File: src/ftt_pkg.sv
// ----------------------------------------------------------------------------
// Fencing token table package
// Shared widths, codes and the request packet that travels along the cells.
// ----------------------------------------------------------------------------
package ftt_pkg;

  localparam int ENTRIES = 64;

  localparam int CMD_W    = 2;
  localparam int NIC_W    = 8;
  localparam int DEV_W    = 16;
  localparam int PORT_W   = 8;
  localparam int TOKEN_W  = 64;
  localparam int STATUS_W = 2;
  localparam int KEY_W    = NIC_W + DEV_W + 1 + PORT_W;

  typedef enum logic [CMD_W-1:0] {
    CMD_OBSERVE,
    CMD_QUERY,
    CMD_ADVANCE
  } cmd_t;

  typedef enum logic [STATUS_W-1:0] {
    ST_OK,
    ST_NOT_FOUND,
    ST_EXHAUSTED,
    ST_FULL
  } status_t;

  typedef struct packed {
    logic               vld;
    logic [CMD_W-1:0]   cmd;
    logic [KEY_W-1:0]   key;
    logic [TOKEN_W-1:0] token;
    logic               done;
    status_t            status;
  } pkt_t;

endpackage

File: src/ftt_cell.sv
// ----------------------------------------------------------------------------
// Fencing token table cell
// Holds one scope entry and serves the request packet passing through it.
// ----------------------------------------------------------------------------
module ftt_cell (
  input  logic          clk,
  input  logic          rst_n,
  input  logic          adv,
  input  ftt_pkg::pkt_t pkt_i,
  output ftt_pkg::pkt_t pkt_o,
  output logic          entry_vld_o
);
  import ftt_pkg::*;

  logic               vld_r, vld_nxt;
  logic [KEY_W-1:0]   key_r, key_nxt;
  logic [TOKEN_W-1:0] tok_r, tok_nxt;
  logic               pkt_vld_r;
  pkt_t               pkt_r, pkt_nxt;
  logic               active;
  logic               hit;
  logic [TOKEN_W-1:0] tok_inc;

  assign active  = pkt_i.vld && !pkt_i.done;
  assign hit     = vld_r && (key_r == pkt_i.key);
  assign tok_inc = tok_r + TOKEN_W'(1);

  always_comb begin
    vld_nxt = vld_r;
    key_nxt = key_r;
    tok_nxt = tok_r;
    pkt_nxt = pkt_i;
    priority if (active && hit) begin
      pkt_nxt.done   = 1'b1;
      pkt_nxt.token  = '0;
      pkt_nxt.status = ST_OK;
      unique case (pkt_i.cmd)
        CMD_OBSERVE: begin
          if (pkt_i.token > tok_r) begin
            tok_nxt = pkt_i.token;
          end
        end
        CMD_QUERY: begin
          pkt_nxt.token = tok_r;
        end
        CMD_ADVANCE: begin
          if (&tok_r) begin
            pkt_nxt.status = ST_EXHAUSTED;
          end else begin
            tok_nxt       = tok_inc;
            pkt_nxt.token = tok_inc;
          end
        end
        default: begin
          pkt_nxt.status = ST_NOT_FOUND;
        end
      endcase
    end else if (active && !vld_r) begin
      pkt_nxt.done   = 1'b1;
      pkt_nxt.token  = '0;
      pkt_nxt.status = ST_OK;
      unique case (pkt_i.cmd)
        CMD_OBSERVE: begin
          vld_nxt = 1'b1;
          key_nxt = pkt_i.key;
          tok_nxt = pkt_i.token;
        end
        CMD_ADVANCE: begin
          vld_nxt       = 1'b1;
          key_nxt       = pkt_i.key;
          tok_nxt       = TOKEN_W'(1);
          pkt_nxt.token = TOKEN_W'(1);
        end
        default: begin
          pkt_nxt.status = ST_NOT_FOUND;
        end
      endcase
    end else begin
      pkt_nxt = pkt_i;
    end
  end

  always_ff @(posedge clk) begin
    if (!rst_n) begin
      vld_r     <= 1'b0;
      pkt_vld_r <= 1'b0;
    end else if (adv) begin
      vld_r     <= vld_nxt;
      pkt_vld_r <= pkt_nxt.vld;
    end
  end

  always_ff @(posedge clk) begin
    if (adv) begin
      key_r <= key_nxt;
      tok_r <= tok_nxt;
      pkt_r <= pkt_nxt;
    end
  end

  always_comb begin
    pkt_o     = pkt_r;
    pkt_o.vld = pkt_vld_r;
  end

  assign entry_vld_o = vld_r;

endmodule

File: config.mk
export PLATFORM = sky130hd
export DESIGN_NAME = ftt_cell
export DESIGN_NICKNAME = d
export VERILOG_FILES = /design/src/ftt_pkg.sv /design/src/ftt_cell.sv
export SDC_FILE = /design/constraint.sdc
export NUM_CORES = 1
export LEC_CHECK = 0
export ABC_AREA = 0
export ABC_CLOCK_PERIOD_IN_PS = 22400
export BUFFER_PORTS_ARGS = -buffer_cell sky130_fd_sc_hd__buf_2
export CAP_MARGIN = 20
export CORE_MARGIN = 10
export CORE_UTILIZATION = 62
export CTS_CLUSTER_SIZE = 14
export DETAILED_ROUTE_END_ITERATION = 8
export PLACE_DENSITY_LB_ADDON = 0.1
export SYNTH_ARGS = -nofsm -noshare
export SYNTH_HDL_FRONTEND = slang
export SYNTH_SLANG_ARGS = --single-unit
File: constraint.sdc
create_clock -name clk -period 22.4 [get_ports clk]
set_input_delay 6.72 -clock clk [delete_from_list [all_inputs] [get_ports clk]]
set_output_delay 6.72 -clock clk [all_outputs]
set_load 0.1 [all_outputs]
==> flow_summary.yaml, run 1 <==
placement:
  gp_congestion: 0.9395
  io_buffers: 209
  place.detailed.hpwl_um: 26120
  dpl-instance-area_um2: 13550
  dp_slack_ns: 12.01
worst_setup_path:
  worstSetupPathType: "primary input to flop"
  path_delay_family: "buffers and inverters"
  slowest_stage: "buf_4"
  cp_num_buf_inv: 6
  critPathMaxFanout: 97
  slowest_delay_ns: 0.71
  arrival_ns: 10.13
  start_kind: "primary input"
  crit_path_frequent_cell: "buf_4"
  end_kind: "flop"
  worstPathRequired_ns: 22.55
  path_cells: "buf_2, inv_1, ha_2, buf_4, inv_2, buf_4, nor3_1, nor4_1, a21boi_4, buf_4"
synthesis:
  synthFlopType: "edfxtp_1"
  syn-cell-area_um2: 12270
  ys_seq_area_frac: 0.4902
  synth_seq_cells: 201
  synth_cell_type_count: 63
  synth-edff-count: 199
  ys.warnings.count: 0
  syn_avg_cell_area_um2: 10.44
  synth_cells: 1176
  async_flop_share: 0
  synth_nets: 1351
clock_tree:
  cts_tree: "yes"
  clk_pin_slew_ns: 0.06
  htree_levels: 1
  postCtsResizedCells: 0
  clockBufferDepth: 3
  cts_hold_buf: 0
  cts_setup_buffers: 0
  cts_made_buffers: 23
  cts_root_buffer: "clkbuf_16"
  cts_sinks: 201
  worstSkewPairLatency_ns: 0.53
pwr:
  combPwrFrac: 0.197
  clkPwrFrac: 0.357
  powerDensity_nw_per_um2: 69.51
  leakagePower_uw: 0.005522
  swShare: 0.3151
  p_int_uw: 678.0
  p_sw_uw: 312.0
  irDropWorstVdd_mv: 0.06818
  p_seq_frac: 0.446
finish:
  area_growth_pct: 16.05
  fillers: 1411
  final_area_um2: 14240
  drive_gt1_frac: 0.2006
  nets: 1536
run:
  maxCapViolations: 0
die:
  die_x_um: 160.7
  start_util: 0.6305
  die_y_um: 160.7
  core_um2: 19460
  ios: 210
  num_rows: 51
  die_area_um2: 25820
sta:
  tightest_slew_ns: 1.125
  drv_slew: 0
  finalHoldViolations: 0
  max_freq_ghz: 0.1002
  rsz0062_at_grt: "no"
  post-route-period-util: 0.4456
  tns_ns: 0
  period_needed_ns: 9.982
  fin_ws_ns: 12.42
  fin_skew_ns: 0.02301
  setup_violations: 0
  max-slew-margin-rel: 0.2501
min_path:
  min_path_type: "flop to flop"
detailed_routing:
  drt_wl_total_um: 36790
  drtIter0Drc: 1165
  dr.pass1.iters: 6
  drc: 0
  antenna_left: 0
  vias: 10630
  via_per_inst: 6.474
  wl_per_cell_um: 22.40
run_status:
  outcome: "finished clean"
grt:
  gr-usage-all-layers: 0.2722
  grt_pass1_vias: 10386
  antenna_found_initial: 2
  grt_max_degree: 98
  grt_pass1_wl_um: 57390
  gr-total-overflow: 0
-- final timing paths --
| kind | from | to | slack, ns | cells after the start |
|---|---|---|---|---|
| max | pkt_i[100] | tok_r[37] | 12.42 | 10 |
| min | pkt_vld_r | pkt_vld_r | 0.54 | 2 |
| max reg2reg | tok_r[0] | tok_r[37] | 18.40 | 9 |
| min reg2reg | pkt_vld_r | pkt_vld_r | 0.54 | 2 |
-- per-stage QoR --
step	hold slack [ns]	utilization	power [uW]	std cells
final	0.5363	0.7317	989.9	1642
after CTS	0.5278	0.7316	990.5	1641
after floorplan	0.4839	-	594.3	1176
after detailed placement	0.5146	0.6960	642.6	1601
after global routing	0.5878	0.7317	1018	1642
after global placement	0.4931	0.6952	639.2	1600
-- area by class of cell --
type | count | area (um^2) | area share
Antenna cell | 1 | 2.502 | 0.0001757
Clock buffer | 29 | 598.1 | 0.04200
Clock inverter | 11 | 95.09 | 0.006677
Inverter | 89 | 334.1 | 0.02346
Multi-Input combinational cell | 825 | 5718 | 0.4015
Sequential cell | 201 | 6016 | 0.4224
Tap cell | 265 | 331.6 | 0.02328
Timing Repair Buffer | 221 | 1146 | 0.08048
-- power groups by stage --
stage	logic, uW	clock network (uW)	registers (uW)
after floorplan	51.3	0	543
after global placement	191	0	448
after detailed placement	194	0	449
after CTS	194	355	441
after global routing	205	370	443
final	195	354	441
-- synth_stat cells, types with 9 or more instances --
cell type | instances | area (um^2)
a21o_1 | 23 | 172.7
a21oi_1 | 56 | 280.3
a22o_1 | 37 | 324.1
a22oi_1 | 14 | 105.1
and3_1 | 11 | 68.82
buf_2 | 10 | 50.05
clkbuf_1 | 42 | 157.7
edfxtp_1 | 199 | 5976
ha_1 | 69 | 863.3
inv_1 | 89 | 334.1
nand2_1 | 84 | 315.3
nand3_1 | 60 | 300.3
nand4_1 | 60 | 375.4
nor2_1 | 47 | 176.4
nor3_1 | 30 | 150.1
nor4_1 | 22 | 137.6
o21ai_0 | 58 | 290.3
o21ai_1 | 25 | 125.1
o2bb2ai_1 | 31 | 271.5
o31ai_1 | 9 | 67.56
or3_1 | 10 | 62.56
xnor2_1 | 92 | 805.8
-- cell usage in the layout (no fill, tap or decap), types with 11 or more instances in the layout --
cell type,instances
a21o_1,23
a21oi_1,55
a22o_1,37
a22oi_1,14
and3_1,11
buf_2,208
buf_4,12
clkbuf_16,23
edfxtp_1,199
ha_1,67
inv_1,88
nand2_1,84
nand3_1,60
nand4_1,60
nor2_1,44
nor3_1,29
nor4_1,22
o21ai_0,58
o21ai_1,24
o2bb2ai_1,31
xnor2_1,92
-- metal layers --
| metal | up-vias | part of all wire | global-route usage |
|---|---|---|---|
| li1 | 4849 | - | - |
| met4 | 2 | 0.034 | 0.09388 |
| met2 | 640 | 0.45 | 0.4253 |
| met5 | - | 0.00035 | 0 |
| met1 | 5040 | 0.41 | 0.3691 |
| met3 | 99 | 0.11 | 0.05828 |
-- flip-flops by register name, summed over array words and instances (netlist names) --
| name | flops |
|---|---|
| pkt_o | 102 |
| tok_r | 64 |
| key_r | 33 |
| entry_vld_o | 1 |
| pkt_vld_r | 1 |
-- worst min-delay path, delay by kind of cell, from the launching register on --
kind | cells | cell delay (ns)
flops | 1 | 0.32
simple gates | 1 | 0.11
mux | 1 | 0.07
-- cell families after synthesis --
kind of cell | Yosys count | synth area share
DFF | 201 | 0.4902
muxes | 5 | 0.004078
AOI/OAI and AO/OA | 296 | 0.1617
and+or+nand+nor | 363 | 0.1608
buffers and inverters | 150 | 0.04721
xor gates and xnor gates | 92 | 0.06566
adders and majority gates | 69 | 0.07035
(Power assumes the default switching activity.)
==> run 2, diff against run 1 <==
ABC_CLOCK_PERIOD_IN_PS = 9700   (was 22400)
CORE_UTILIZATION = 57   (was 62)
clock period = 9.7 ns   (was 22.4 ns; I/O delays follow)
==> run 2 against run 1 <==
Flip-flop and latch count did not move. Hold slack improved by 0.020 ns. Largest power group unchanged. Combinational power rose by 130%.
==> flow_summary.yaml, run 2 (synthesis results as in run 1) <==
run_status:
  outcome: "finished clean"
sta:
  setup_violations: 0
  fin_skew_ns: 0.01807
  period_needed_ns: 6.164
  tightest_slew_ns: 1.023
  rsz0062_at_grt: "no"
  max-slew-margin-rel: 0.3178
  finalHoldViolations: 0
  max_freq_ghz: 0.1622
  drv_slew: 0
  tns_ns: 0
  post-route-period-util: 0.6355
  hold_slack_ns: 0.5564
grt:
  gr-usage-all-layers: 0.2600
  antenna_found_initial: 0
  grt_max_degree: 96
  grt_pass1_vias: 10448
  grt_pass1_wl_um: 58980
  gr-total-overflow: 0
die:
  ios: 210
  die_x_um: 166.7
  num_rows: 53
  die_area_um2: 27800
  die_y_um: 166.7
  start_util: 0.5819
  core_um2: 21090
pwr:
  irDropWorstVdd_mv: 0.1432
  combPwrFrac: 0.192
  p_sw_uw: 732.0
  swShare: 0.3113
  powerDensity_nw_per_um2: 164.4
  p_seq_frac: 0.433
  leakagePower_uw: 0.005552
  clkPwrFrac: 0.375
  p_int_uw: 1619
clock_tree:
  worstSkewPairLatency_ns: 0.53
  cts_sinks: 201
  cts_hold_buf: 0
  postCtsResizedCells: 0
  htree_levels: 1
  cts_made_buffers: 23
  cts_tree: "yes"
  cts_setup_buffers: 0
  clk_pin_slew_ns: 0.06
  cts_root_buffer: "clkbuf_16"
  clockBufferDepth: 3
worst_setup_path:
  arrival_ns: 6.32
  rrSetupSlack_ns: 5.54
  critPathMaxFanout: 42
  crit_path_end: "tok_r[4]"
  start_kind: "primary input"
  r2r_cells: 9
  r2r_end: "tok_r[4]"
  worst_r2r_startpoint: "tok_r[1]"
  startpoint: "pkt_i[75]"
  worstPathRequired_ns: 9.85
  worstSetupPathType: "primary input to flop"
  end_kind: "flop"
placement:
  placedCellCount: 1612
  dpl-instance-area_um2: 13560
  io_buffers: 209
  place.detailed.hpwl_um: 26580
  gp_congestion: 0.9529
finish:
  final_area_um2: 14300
  area_growth_pct: 16.53
  final_cell_mix: "buf_2, edfxtp_1, xnor2_1, inv_1, nand2_1"
  largest_register_ffs: 102
  layout_commonest_cell: "buf_2"
  utilization: 0.6781
  nets: 1537
  final_cells: 1652
  drive_gt1_frac: 0.2033
  diodes: 0
detailed_routing:
  vias: 10653
  via_per_inst: 6.449
  drtIter0Drc: 1246
  drt_wl_total_um: 37810
  dr.pass1.iters: 5
  antenna_left: 0
  drc: 0
  wl_per_cell_um: 22.89
run:
  maxCapViolations: 0
min_path:
  min_path_type: "flop to flop"
run 2: through the flow:
| stage | power (uW) | setup slack [ns] |
|---|---|---|
| after floorplan | 1373 | 0.05898 |
| after global routing | 2422 | 3.396 |
| after CTS | 2356 | 3.599 |
| after detailed placement | 1485 | 3.095 |
| after global placement | 1479 | 3.163 |
| final | 2351 | 3.536 |
run 2: worst min path at each step:
stage	start	end	slack (ns)	cells after the start
4_1_cts	pkt_vld_r	pkt_vld_r	0.55	2
2_1_floorplan	pkt_vld_r	pkt_vld_r	0.48	2
3_5_place_dp	pkt_vld_r	pkt_vld_r	0.54	2
6_report	pkt_vld_r	pkt_vld_r	0.56	2
5_1_grt	pkt_vld_r	pkt_vld_r	0.58	2
3_3_place_gp	pkt_vld_r	pkt_vld_r	0.54	2
run 2: area by class of cell:
cell class	instances	area [um^2]
clock buffer	30	601.8
inverter	89	334.1
timing repair buffer	222	1144
multi-input combinational	825	5718
fill	1622	6788
clock inverter	10	142.6
sequential	201	6016
tap	275	344.1
run 2: layer usage:
metal,part of all wire,track usage,vias to the layer above
li1,-,-,4850
met1,0.42,0.3573,5119
met2,0.45,0.4070,616
met3,0.10,0.05484,68
met4,0.023,0.07446,0
met5,0,0,-
run 2: power groups by stage:
stage               combinational [uW]  sequential (uW)  clock, uW
floorplan                          118             1250          0
CTS                                450             1020        887
detailed placement                 449             1040          0
finish                             451             1020        881
global placement                   443             1040          0
global route                       476             1020        924
run 2: critical path, cell delays in order:
cell	delay, ns
buf_2	0.12
xnor2_1	0.24
nand4_1	0.17
nor4_1	0.34
and3_1	0.74
nor2_4	0.03
nor4_1	0.34
a21boi_4	0.74
buf_4	0.65
